**config.mk**
```make
export PLATFORM = sky130hd
export DESIGN_NAME = encoder_speed_estimator
export DESIGN_NICKNAME = d
export VERILOG_FILES = /design/src/design/esest_pkg.sv /design/src/design/encoder_speed_estimator.sv /design/src/design/esest_ctrl.sv /design/src/design/esest_datapath.sv
export SDC_FILE = /design/constraint.sdc
export NUM_CORES = 2
export LEC_CHECK = 0
export BUFFER_PORTS_ARGS = -buffer_cell sky130_fd_sc_hd__buf_4
export CORE_MARGIN = 3
export CORE_UTILIZATION = 35
export CTS_CLUSTER_SIZE = 25
export DETAILED_ROUTE_END_ITERATION = 10
export MAX_ROUTING_LAYER = met4
export SLEW_MARGIN = 20
export SYNTH_ARGS = -nofsm -noshare
export SYNTH_HDL_FRONTEND = slang
export SYNTH_HIERARCHICAL = 1
export SYNTH_SLANG_ARGS = --single-unit
export TNS_END_PERCENT = 1
```
**constraint.sdc**
```tcl
create_clock -name aclk -period 16.2 [get_ports aclk]
set_input_delay 4.86 -clock aclk [delete_from_list [all_inputs] [get_ports aclk]]
set_output_delay 4.86 -clock aclk [all_outputs]
set_load 0.01 [all_outputs]
```
**src/design/esest_pkg.sv**
```systemverilog
`timescale 1ns / 1ps
// Shared types and constants for the encoder speed estimator.
// No dependencies; imported by the controller, datapath and top level.
package esest_pkg;

    localparam int POS_W    = 13;
    localparam int TIME_W   = 32;
    localparam int SPEED_W  = 29;
    localparam int DELTA_W  = 14;
    localparam int WEIGHT_W = 17;
    localparam int QUO_W    = 30;  // |delta| << 16
    localparam int FRAC_W   = 16;
    localparam int PROD_W   = 47;

    localparam int IN_TDATA_W  = 48;
    localparam int OUT_TDATA_W = 48;

    localparam int DIV_STEPS = QUO_W;
    localparam int CNT_W     = 5;

    localparam int DELTA_MAX = 8191;
    localparam int DELTA_MIN = -8192;

    localparam logic [WEIGHT_W-1:0] WEIGHT_ONE   = 17'd65536;
    localparam logic [WEIGHT_W-1:0] WEIGHT_RESET = 17'd1966;

    localparam logic signed [SPEED_W-1:0] SPEED_MAX = 29'sh0FFF_FFFF;
    localparam logic signed [SPEED_W-1:0] SPEED_MIN = 29'sh1000_0000;

    typedef enum logic [2:0] {
        ST_IDLE,
        ST_DIV,
        ST_MUL,
        ST_ACC,
        ST_OUT
    } state_t;

    typedef struct packed {
        logic load;      // take the input transfer, load divider
        logic div_step;  // one restoring divide step
        logic mul;       // clamp quotient, multiply error by weight
        logic acc;       // update smoothed speed
        logic ld_out;    // load the output register
    } cmd_t;

    typedef struct packed {
        logic elapsed_zero;  // incoming sample has zero elapsed time
        logic out_free;      // output register empty or being drained
    } sts_t;

endpackage

```
**src/design/encoder_speed_estimator.sv**
```systemverilog
`timescale 1ns / 1ps
// Encoder speed estimator, top level. Instantiates esest_ctrl and
// esest_datapath; types and constants from esest_pkg.
//
// Takes one encoder sample per transfer (position within a turn plus a
// free-running microsecond timestamp), unwraps the position change into
// plus or minus half a turn, divides it by the elapsed time to get a raw
// speed in counts per microsecond (signed Q12.16, truncated toward zero,
// saturated), and smooths it with an exponential average weighted by
// smoothing_weight (Q1.16, values above 1.0 act as 1.0). A sample with
// zero elapsed time skips the divide, holds the average and sets the
// time_zero flag in m_tuser. One sample is processed at a time: a normal
// sample goes from its transfer through the 30-step restoring divider
// (one quotient bit per cycle), multiply, accumulate and output load,
// which waits for a free output register; a zero-interval sample goes
// from accept straight to output load. Results sit in an output
// register, so the next sample is taken while a result waits on m_tready.
// smoothing_weight resets to 1966 (about 0.03) and is written by cfg_we.
module encoder_speed_estimator
    import esest_pkg::*;
#(
    parameter int COUNTS_PER_TURN = 8192  // 4 .. 2^24
) (
    input  logic                   aclk,
    input  logic                   aresetn,

    // smoothing weight, Q1.16
    input  logic                   cfg_we,
    input  logic [WEIGHT_W-1:0]    cfg_wdata,

    // sample input
    input  logic                   s_tvalid,
    output logic                   s_tready,
    input  logic [IN_TDATA_W-1:0]  s_tdata,   // [12:0] position, [44:13] sample_time

    // result output
    output logic                   m_tvalid,
    input  logic                   m_tready,
    output logic [OUT_TDATA_W-1:0] m_tdata,   // [28:0] speed_filtered, [42:29] position_delta
    output logic                   m_tuser    // [0] time_zero
);

    cmd_t cmd;
    sts_t sts;

    // sequencer: idle -> divide -> multiply -> accumulate -> output, or idle -> output for a zero interval
    esest_ctrl u_ctrl (
        .aclk     (aclk),
        .aresetn  (aresetn),
        .s_tvalid (s_tvalid),
        .s_tready (s_tready),
        .sts      (sts),
        .cmd      (cmd)
    );

    // arithmetic, filter state and output register
    esest_datapath #(
        .COUNTS_PER_TURN (COUNTS_PER_TURN)
    ) u_datapath (
        .aclk      (aclk),
        .aresetn   (aresetn),
        .cfg_we    (cfg_we),
        .cfg_wdata (cfg_wdata),
        .s_tdata   (s_tdata),
        .cmd       (cmd),
        .sts       (sts),
        .m_tvalid  (m_tvalid),
        .m_tready  (m_tready),
        .m_tdata   (m_tdata),
        .m_tuser   (m_tuser)
    );

endmodule

```
**src/design/esest_ctrl.sv**
```systemverilog
`timescale 1ns / 1ps
// Sequencer for the speed estimator: one sample at a time through divide,
// multiply and accumulate. Depends on esest_pkg.
module esest_ctrl
    import esest_pkg::*;
(
    input  logic aclk,
    input  logic aresetn,
    input  logic s_tvalid,
    output logic s_tready,
    input  sts_t sts,
    output cmd_t cmd
);

    state_t           state_reg, state_next;
    logic [CNT_W-1:0] cnt_reg, cnt_next;

    always_ff @(posedge aclk) begin
        if (!aresetn) begin
            state_reg <= ST_IDLE;
            cnt_reg   <= '0;
        end else begin
            state_reg <= state_next;
            cnt_reg   <= cnt_next;
        end
    end

    always_comb begin
        state_next = state_reg;
        cnt_next   = cnt_reg;
        cmd        = '0;
        s_tready   = 1'b0;
        case (state_reg)
            ST_IDLE: begin
                s_tready = 1'b1;
                if (s_tvalid) begin
                    cmd.load = 1'b1;
                    cnt_next = '0;
                    state_next = sts.elapsed_zero ? ST_OUT : ST_DIV;
                end
            end
            ST_DIV: begin
                cmd.div_step = 1'b1;
                if (cnt_reg == CNT_W'(DIV_STEPS - 1)) begin
                    state_next = ST_MUL;
                end else begin
                    cnt_next = cnt_reg + 1'b1;
                end
            end
            ST_MUL: begin
                cmd.mul    = 1'b1;
                state_next = ST_ACC;
            end
            ST_ACC: begin
                cmd.acc    = 1'b1;
                state_next = ST_OUT;
            end
            ST_OUT: begin
                if (sts.out_free) begin
                    cmd.ld_out = 1'b1;
                    state_next = ST_IDLE;
                end
            end
            default: begin
                state_next = ST_IDLE;
            end
        endcase
    end

    // divide step counter never runs past the last quotient bit
    assert property (@(posedge aclk) disable iff (!aresetn)
        state_reg == ST_DIV |-> cnt_reg <= CNT_W'(DIV_STEPS - 1))
        else $error("esest_ctrl: divide counter overrun");

    // zero elapsed time bypasses the divider and filter
    assert property (@(posedge aclk) disable iff (!aresetn)
        (cmd.load && sts.elapsed_zero) |=> state_reg == ST_OUT)
        else $error("esest_ctrl: zero-interval sample entered the divider");

    // multiply always follows a divide step
    assert property (@(posedge aclk) disable iff (!aresetn)
        cmd.mul |-> $past(cmd.div_step))
        else $error("esest_ctrl: multiply without completed divide");

    // never overwrite an undelivered result
    assert property (@(posedge aclk) disable iff (!aresetn)
        cmd.ld_out |-> sts.out_free)
        else $error("esest_ctrl: output overwritten");

endmodule

```
**src/design/esest_datapath.sv**
```systemverilog
`timescale 1ns / 1ps
// Datapath: unwrap, restoring divider, weighted error multiply, average
// update and output register. Depends on esest_pkg; driven by esest_ctrl.
module esest_datapath
    import esest_pkg::*;
#(
    parameter int COUNTS_PER_TURN = 8192
) (
    input  logic                   aclk,
    input  logic                   aresetn,
    input  logic                   cfg_we,
    input  logic [WEIGHT_W-1:0]    cfg_wdata,
    input  logic [IN_TDATA_W-1:0]  s_tdata,
    input  cmd_t                   cmd,
    output sts_t                   sts,
    output logic                   m_tvalid,
    input  logic                   m_tready,
    output logic [OUT_TDATA_W-1:0] m_tdata,
    output logic                   m_tuser
);

    // unwrap width covers a position difference plus or minus one turn
    localparam int TURN_BITS = $clog2(COUNTS_PER_TURN);
    localparam int UW = ((TURN_BITS > POS_W) ? TURN_BITS : POS_W) + 2;
    localparam logic signed [UW-1:0] TURN_S = UW'(COUNTS_PER_TURN);
    localparam logic signed [UW-1:0] HALF_S = UW'(COUNTS_PER_TURN / 2);
    localparam logic signed [UW-1:0] DMAX_S = UW'(DELTA_MAX);
    localparam logic signed [UW-1:0] DMIN_S = UW'(DELTA_MIN);

    logic [WEIGHT_W-1:0]       weight_reg;
    logic [POS_W-1:0]          prev_pos_reg;
    logic [TIME_W-1:0]         prev_time_reg;
    logic signed [SPEED_W-1:0] speed_reg;
    logic signed [DELTA_W-1:0] delta_reg;
    logic                      zero_reg;
    logic [TIME_W-1:0]         divisor_reg;
    logic [TIME_W-1:0]         rem_reg;
    logic [QUO_W-1:0]          quo_reg;
    logic signed [PROD_W-1:0]  prod_reg;
    logic                      m_tvalid_reg;
    logic [OUT_TDATA_W-1:0]    m_tdata_reg;
    logic                      m_tuser_reg;

    // input unpack
    logic [POS_W-1:0]  in_pos;
    logic [TIME_W-1:0] in_time;
    logic [TIME_W-1:0] elapsed;
    assign in_pos  = s_tdata[POS_W-1:0];
    assign in_time = s_tdata[POS_W +: TIME_W];
    assign elapsed = in_time - prev_time_reg;

    // unwrap into half a turn, then saturate to the delta range
    logic signed [UW-1:0]      d_raw, d_unw;
    logic signed [DELTA_W-1:0] d_sat;
    logic [DELTA_W-1:0]        d_abs;
    always_comb begin
        d_raw = $signed(UW'(in_pos)) - $signed(UW'(prev_pos_reg));
        if (d_raw > HALF_S) begin
            d_unw = d_raw - TURN_S;
        end else if (d_raw < -HALF_S) begin
            d_unw = d_raw + TURN_S;
        end else begin
            d_unw = d_raw;
        end
        if (d_unw > DMAX_S) begin
            d_sat = DELTA_W'(DELTA_MAX);
        end else if (d_unw < DMIN_S) begin
            d_sat = DELTA_W'(DELTA_MIN);
        end else begin
            d_sat = d_unw[DELTA_W-1:0];
        end
        d_abs = d_sat[DELTA_W-1] ? DELTA_W'(-d_sat) : DELTA_W'(d_sat);
    end

    // restoring divide step
    logic [TIME_W:0] trial;
    assign trial = {rem_reg, quo_reg[QUO_W-1]} - {1'b0, divisor_reg};

    // quotient to signed raw speed, saturated
    logic                      q_pos_ovf, q_neg_ovf;
    logic signed [SPEED_W-1:0] raw;
    logic signed [SPEED_W:0]   err;
    logic [WEIGHT_W-1:0]       w_sat;
    logic signed [PROD_W-1:0]  prod_full;
    always_comb begin
        q_pos_ovf = quo_reg > QUO_W'(SPEED_MAX);
        q_neg_ovf = quo_reg > QUO_W'(SPEED_MAX) + 1'b1;
        if (delta_reg[DELTA_W-1]) begin
            raw = q_neg_ovf ? SPEED_MIN : -$signed(quo_reg[SPEED_W-1:0]);
        end else begin
            raw = q_pos_ovf ? SPEED_MAX : $signed(quo_reg[SPEED_W-1:0]);
        end
        err       = $signed({raw[SPEED_W-1], raw}) - $signed({speed_reg[SPEED_W-1], speed_reg});
        w_sat     = (weight_reg > WEIGHT_ONE) ? WEIGHT_ONE : weight_reg;
        prod_full = err * $signed({1'b0, w_sat});
    end

    // round to nearest (ties up), add, saturate
    logic signed [PROD_W-1:0]        prod_rnd;
    logic signed [PROD_W-FRAC_W-1:0] step;
    logic signed [SPEED_W+2:0]       sum;
    logic signed [SPEED_W-1:0]       speed_new;
    always_comb begin
        prod_rnd = prod_reg + PROD_W'(32768);
        step     = prod_rnd[PROD_W-1:FRAC_W];
        sum      = $signed({{3{speed_reg[SPEED_W-1]}}, speed_reg})
                 + $signed({step[PROD_W-FRAC_W-1], step});
        if (sum > $signed((SPEED_W+3)'(SPEED_MAX))) begin
            speed_new = SPEED_MAX;
        end else if (sum < $signed({{3{1'b1}}, SPEED_MIN})) begin
            speed_new = SPEED_MIN;
        end else begin
            speed_new = sum[SPEED_W-1:0];
        end
    end

    // state with reset values
    always_ff @(posedge aclk) begin
        if (!aresetn) begin
            weight_reg    <= WEIGHT_RESET;
            prev_pos_reg  <= '0;
            prev_time_reg <= '0;
            speed_reg     <= '0;
        end else begin
            if (cfg_we) begin
                weight_reg <= cfg_wdata;
            end
            if (cmd.load) begin
                prev_pos_reg  <= in_pos;
                prev_time_reg <= in_time;
            end
            if (cmd.acc) begin
                speed_reg <= speed_new;
            end
        end
    end

    // working registers
    always_ff @(posedge aclk) begin
        if (cmd.load) begin
            delta_reg   <= d_sat;
            zero_reg    <= (elapsed == '0);
            divisor_reg <= elapsed;
            rem_reg     <= '0;
            quo_reg     <= {d_abs, {FRAC_W{1'b0}}};
        end else if (cmd.div_step) begin
            if (!trial[TIME_W]) begin
                rem_reg <= trial[TIME_W-1:0];
            end else begin
                rem_reg <= {rem_reg[TIME_W-2:0], quo_reg[QUO_W-1]};
            end
            quo_reg <= {quo_reg[QUO_W-2:0], ~trial[TIME_W]};
        end
        if (cmd.mul) begin
            prod_reg <= prod_full;
        end
    end

    // output register
    always_ff @(posedge aclk) begin
        if (!aresetn) begin
            m_tvalid_reg <= 1'b0;
        end else if (cmd.ld_out) begin
            m_tvalid_reg <= 1'b1;
        end else if (m_tready) begin
            m_tvalid_reg <= 1'b0;
        end
    end

    always_ff @(posedge aclk) begin
        if (cmd.ld_out) begin
            m_tdata_reg <= {{(OUT_TDATA_W-SPEED_W-DELTA_W){1'b0}}, delta_reg, speed_reg};
            m_tuser_reg <= zero_reg;
        end
    end

    assign sts.elapsed_zero = (elapsed == '0);
    assign sts.out_free     = !m_tvalid_reg || m_tready;

    assign m_tvalid = m_tvalid_reg;
    assign m_tdata  = m_tdata_reg;
    assign m_tuser  = m_tuser_reg;

endmodule

```
---- Word-level counts from Yosys, hierarchy flattened ----
Cells that the tools add are included.
word-level totals
  register bits ........................... 300
  bits in latches ......................... 0
  RAM bits ................................ 0
  ROM bits ................................ 0
  input port bits ......................... 70
  output and inout bits ................... 51
  word-level logic and storage cells ...... 88
  memories kept ........................... 0
operators by class
  $add $sub $neg .......................... 11
  $mul .................................... 1
  divide/modulo/power cells ............... 0
  order comparisons ....................... 9
  equality and inequality tests ........... 9
  shifts and indexed selects .............. 0
  muxes and demuxes ....................... 32
  bitwise gates (word level) .............. 1
  reduce and logical (&&, ||, !) cells .... 9
operator list
  cell                                                          count
  two-way mux 29 bit                                            5
  two-way mux 30 bit                                            2
  adder 47 x 17 -> 47 bit, second input constant                1
  multiplier 30 x 18 -> 47 bit                                  1
  two-way mux 14 bit                                            3
  subtractor 33 x 32 -> 33 bit                                  1
  adder 29 x 31 -> 32 bit                                       1
  > comparator 32 x 29 -> 1 bit, second input constant          1
  zero test 32 bit                                              1
  less-than comparator 32 x 29 -> 1 bit, second input constant  1
  two-way mux 32 bit                                            1
  subtractor 32 bit                                             1
  > comparator 15 x 14 -> 1 bit, second input constant          2
  > comparator 30 x 28 -> 1 bit, second input constant          1
  > comparator 30 x 29 -> 1 bit, second input constant          1
  two-way mux 15 bit                                            2
  subtractor 29 x 29 -> 30 bit                                  1
  negation 29 bit                                               1
  > comparator 17 bit, second input constant                    1
  two-way mux 17 bit                                            1
  adder 15 bit, second input constant                           1
  less-than comparator 15 x 13 -> 1 bit, second input constant  1
  less-than comparator 15 x 14 -> 1 bit, second input constant  1
  one-hot mux 3 bit (5 select lines)                            1
  20 further kinds                                              39

---- Logic depth before layout (Yosys ltp) ----
  depth after elaboration ................. 10
  gate-level depth with buffers ........... 49
  mapped depth without buffers ............ 45

---- Modules after synthesis ----
Netlist, hierarchy kept.
by module, submodules not included
  module          instances  cells each  area each (µm²)  sequential area each (µm²)
  esest_datapath  1          4,106       36,039.6         6,916.6
  esest_ctrl      1          59          544.3            160.2

---- Worst setup path before layout ----
OpenSTA, ideal clock, no wires.
  path kind ............................... reg-to-reg
  start ................................... register u_datapath.quo_reg[16]
  end ..................................... register u_datapath.prod_reg[46], data pin
  library setup time ...................... 270 ps
  arrival time ............................ 11,074 ps
  data required time ...................... 15,930 ps
  path slack .............................. 4,856 ps
  stages on the path, launching flop included .. 41
  path buffers ............................ 2
  clock period less this slack ............ 11,344 ps
  cells stage by stage .................... edfxtp_1 -> nor3_1 -> nand2_1 -> nor3_1 -> nand4b_1 -> or4b_1 -> a21oi_1 -> nand2_1 -> o311ai_0 -> ha_1 -> and4_1 -> a221o_1 -> nand4_1 -> o31ai_1 -> o211ai_1 -> a21oi_1 -> or3_1 -> o311ai_2 -> (+5 left out) -> fa_1 -> fa_1 -> fa_1 -> inv_1 -> fa_1 -> inv_1 -> ha_1 -> clkbuf_1 -> a21o_1 -> a21o_1 -> a21o_1 -> a21o_1 -> a21oi_1 -> o21ai_0 -> nor3_1 -> or3b_2 -> a2111oi_0 -> nor3b_1
between the ends
  word-level cells in the longest chain between the ends .. 5
  elaborated cells between the ends (all ways) .. 8
  classes of those cells .................. add/sub (2); mul (1); order compare (2); mux (3)
RTL lines
  element                                        RTL line                                    text
  from (decl)                                    esest_datapath.sv:38                        logic [QUO_W-1:0] quo_reg;
  from (signal assigned)                         esest_datapath.sv:145                       quo_reg <= {d_abs, {FRAC_W{1'b0}}};
  from (signal assigned)                         esest_datapath.sv:152                       quo_reg <= {quo_reg[QUO_W-2:0], ~trial[TIME_W]};
  negation 29 bit, or another cell as far along  esest_datapath.sv:89                        raw = q_neg_ovf ? SPEED_MIN : -$signed(quo_reg[SPEED_W-1:0]);
  two-way mux 29 bit, on equally long branches   esest_datapath.sv:89, esest_datapath.sv:91
  two-way mux 29 bit *                           esest_datapath.sv:88                        if (delta_reg[DELTA_W-1]) begin
  subtractor 29 x 29 -> 30 bit *                 esest_datapath.sv:93                        err = $signed({raw[SPEED_W-1], raw}) - $signed({speed_reg[SPEED_W-1], speed_reg});
  multiplier 30 x 18 -> 47 bit *                 esest_datapath.sv:95                        prod_full = err * $signed({1'b0, w_sat});
  via u_datapath.prod_full[46]                   esest_datapath.sv:84                        logic signed [PROD_W-1:0] prod_full;
  to (signal assigned)                           esest_datapath.sv:155                       prod_reg <= prod_full;
  to (decl)                                      esest_datapath.sv:39                        logic signed [PROD_W-1:0] prod_reg;
The timed path passes the listed nets; every way through them passes the cells marked *.
A chain may end at the register's enable or synchronous reset.

---- Worst setup path after layout ----
  start ................................... register u_datapath.quo_reg[0]
  end ..................................... register u_datapath.prod_reg[46], data pin
The elaborated chain is that of the path after synthesis.

==> results.py <==
metrics = {
    "clocking": {
        "cts_htree_levels": 2,
        "clk_pin_slew_ns": 0.06,
        "clock_insertion_delay_worst_skew_ns": 0.59,
        "numClockSinks": 285,
        "cts_setup_buffers": 0,
        "post_cts_hold_buffer_count": 0,
        "cts.root.buffer_cell": "clkbuf_16",
        "ctsLongestPathBuffers": 3,
        "cts_resized": 0,
        "tritoncts.num_buffers": 36,
        "tritoncts": "built",
    },
    "global_routing": {
        "number_of_global_route_vias_before_repair": 28292,
        "grt_first_pass_wirelength_microns": 157000,
        "grt_start_max_net_pins": 60,
        "grt_antenna_before_repair": 2,
        "global_route.usage.total": 0.188,
        "globalRouteOverflowTotal": 0,
    },
    "finish": {
        "layout.nets": 5014,
        "layout.area.seq_sq_um": 7080,
        "n_fill_cell": 10436,
        "syn_to_final_growth_pct": 9.78,
        "share_of_post_route_cells_with_drive_strength_above_1": 0.0694,
        "multi_input_comb_area_sq_um": 26000,
        "largest_register_ffs": 43,
    },
    "die": {
        "die-height_microns": 329,
        "die_area_sq_um": 108000,
        "coreArea_sq_um": 103000,
        "start_util": 0.356,
        "ports_placed_on_the_boundary": 121,
        "floorplan.die.width_microns": 329,
        "placementRows": 117,
    },
    "sta": {
        "timing.final.max_slew_violations": 0,
        "report.final.setup_viol": 0,
        "setup_tns_ns": 0,
        "max_freq_mhz": 74.3,
        "fin_hold_ws_ns": 0.418,
        "grt_setup_unrepaired": "false",
        "final.period_utilization": 0.831,
        "clock-skew-final_ns": 0.0344,
        "max-slew-margin-rel": 0.269,
        "worst_pin_slew_ns": 1.10,
        "final_period_minus_worst_setup_slack_ns": 13.46,
        "hold_violations": 0,
    },
    "critical_path": {
        "maximum_fanout_encountered_on_the_critical_timing_path": 17,
        "cp_slowest_stage_delay_ns": 0.87,
        "timing.critical_path.from_type": "register",
        "worstRegToRegCells": 43,
        "critPathCaptureType": "register",
        "reg2reg_to": "u_datapath/prod_reg[46]",
        "worst-setup-path-type": "reg -> reg",
        "worst-endpoint-arrival_ns": 13.78,
        "cpMaxStageDelayCell": "xor2_2",
        "worst-endpoint-required_ns": 16.51,
        "rrSetupSlack_ns": 2.74,
        "r2r_start": "u_datapath/quo_reg[0]",
    },
    "worst_hold_path": {
        "hold-path-cell-count": 0,
        "hold_start": "u_datapath/delta_reg[1]",
        "hold_path_class": "reg -> reg",
        "hold_path_end": "u_datapath/m_tdata[30]",
    },
    "logic_synthesis": {
        "most_used_dff_post_synth": "dfxtp_1",
        "postSynthCellCount": 4165,
        "mappedNetlistArea_sq_um": 36600,
        "async_reset_ff_frac": 0,
        "yosysSeqAreaShare": 0.193,
        "number_of_enable_flip_flop_cells_after_synthesis": 137,
        "synth-warning-count": 6,
        "synth.ff_latch_count": 285,
        "synth_cell_types": 99,
        "syn_area_per_cell_sq_um": 8.78,
    },
    "run_status": {
        "run_status": "finished clean",
    },
    "placement": {
        "hpwlAfterDp_microns": 76900,
        "place.port_buffers": 112,
        "routability_driven_placement_congestion_ratio": 0.889,
    },
    "drt": {
        "drt_pre_antenna_iters": 5,
        "routed_via_density": 5.08,
        "remaining_drc_errors": 0,
        "drt.antenna.violating_nets": 0,
        "routedWlPerCell_microns": 17.3,
        "detail_route.iter0.violations": 1617,
        "route.vias.total": 28494,
        "wl_microns": 97200,
    },
    "flow_run": {
        "timing.max_cap.violations": 0,
    },
}
==> area by class of cell <==
type	instances	share of cell area
multi-input cells	2949	0.648
flip-flops and latches	285	0.176
inverters	764	0.0714
well taps	1368	0.0426
repair buffers	170	0.0318
clock buffers	53	0.0260
clock inverters	13	0.00389
diodes	2	0.000125
==> per-layer routing <==
layer	GRT usage	vias to the layer above	wire length, microns
li1	-	13584	-
met1	0.252	14083	44100
met2	0.301	692	45400
met3	0.0236	135	5090
met4	0.0504	0	2620
met5	-	-	0
==> how the worst max path moves through the flow <==
stage,cells after the start,from,end
after floorplan,40,u_datapath/quo_reg[16],u_datapath/prod_reg[46]
after global placement,43,u_datapath/quo_reg[0],u_datapath/prod_reg[46]
after detailed placement,43,u_datapath/quo_reg[0],u_datapath/prod_reg[46]
after CTS,43,u_datapath/quo_reg[0],u_datapath/prod_reg[46]
after global routing,43,u_datapath/quo_reg[1],u_datapath/prod_reg[46]
final,43,u_datapath/quo_reg[0],u_datapath/prod_reg[46]
==> stage by stage <==
step	util	std cells	worst slack, ns	area [sq um]
floorplan	-	4169	4.86	36600
global placement	0.379	5536	2.90	38900
detailed placement	0.379	5536	2.79	38900
CTS	0.391	5602	2.79	40100
global route	0.391	5602	1.74	40200
finish	0.391	5604	2.74	40200
==> cell usage after synthesis, types with 20 or more instances <==
| cell type | count | share of area |
|---|---|---|
| xor2_1 | 50 | 0.012 |
| a31oi_1 | 45 | 0.0077 |
| mux2i_1 | 107 | 0.029 |
| nand2_1 | 417 | 0.043 |
| o21ai_0 | 109 | 0.015 |
| or3_1 | 31 | 0.0053 |
| a211oi_1 | 47 | 0.0096 |
| nor3_1 | 67 | 0.0092 |
| and3_1 | 33 | 0.0056 |
| edfxtp_1 | 137 | 0.11 |
| dfxtp_1 | 148 | 0.081 |
| inv_1 | 764 | 0.078 |
| clkbuf_1 | 139 | 0.014 |
| nand2b_1 | 28 | 0.0048 |
| o21a_1 | 30 | 0.0062 |
| and2_1 | 50 | 0.0086 |
| ha_1 | 249 | 0.085 |
| fa_1 | 489 | 0.27 |
| a21o_1 | 63 | 0.013 |
| o21bai_1 | 20 | 0.0041 |
| a21oi_1 | 153 | 0.021 |
| nor2_1 | 383 | 0.039 |
| nand3_1 | 60 | 0.0082 |
| nor2b_1 | 89 | 0.015 |
| xnor2_1 | 134 | 0.032 |
==> cell families (layout without fill, tap and decap cells) <==
logic type / Yosys count / after routing / share of synthesized area
mux: 107 / 107 / 0.0293
fa+ha+maj: 738 / 738 / 0.353
buf+inv: 935 / 1000 / 0.0980
compound gates: 646 / 646 / 0.120
flops: 285 / 285 / 0.193
other cells: 1 / 7 / 0.000103
simple gates: 1269 / 1269 / 0.162
xor+xnor: 184 / 184 / 0.0441
==> cell usage in the layout, fill, tap and decap left out, types with 66 or more instances in the layout <==
master    instances
a21oi_1         153
fa_1            489
nor2b_1          87
xnor2_1         127
nor2_1          382
o21ai_0         109
mux2i_1         107
dfxtp_1         148
nand2_1         417
nor3_1           66
ha_1            249
edfxtp_1        137
inv_1           764
buf_4           170
==> critical path, delay by kind of cell (launching register included) <==
| family | cells | cell delay [ns] |
|---|---|---|
| flip-flops | 1 | 0.34 |
| XOR/XNOR | 1 | 0.87 |
| AND/OR/NAND/NOR | 12 | 3.42 |
| buffers and inverters | 7 | 0.62 |
| adder cells (fa/ha/maj) | 9 | 3.91 |
| AO/OA/AOI/OAI | 14 | 4.02 |
Power is left out: the tool's default activity adds up to more than one toggle a clock period on the data nets, which glitch-free logic cannot reach.
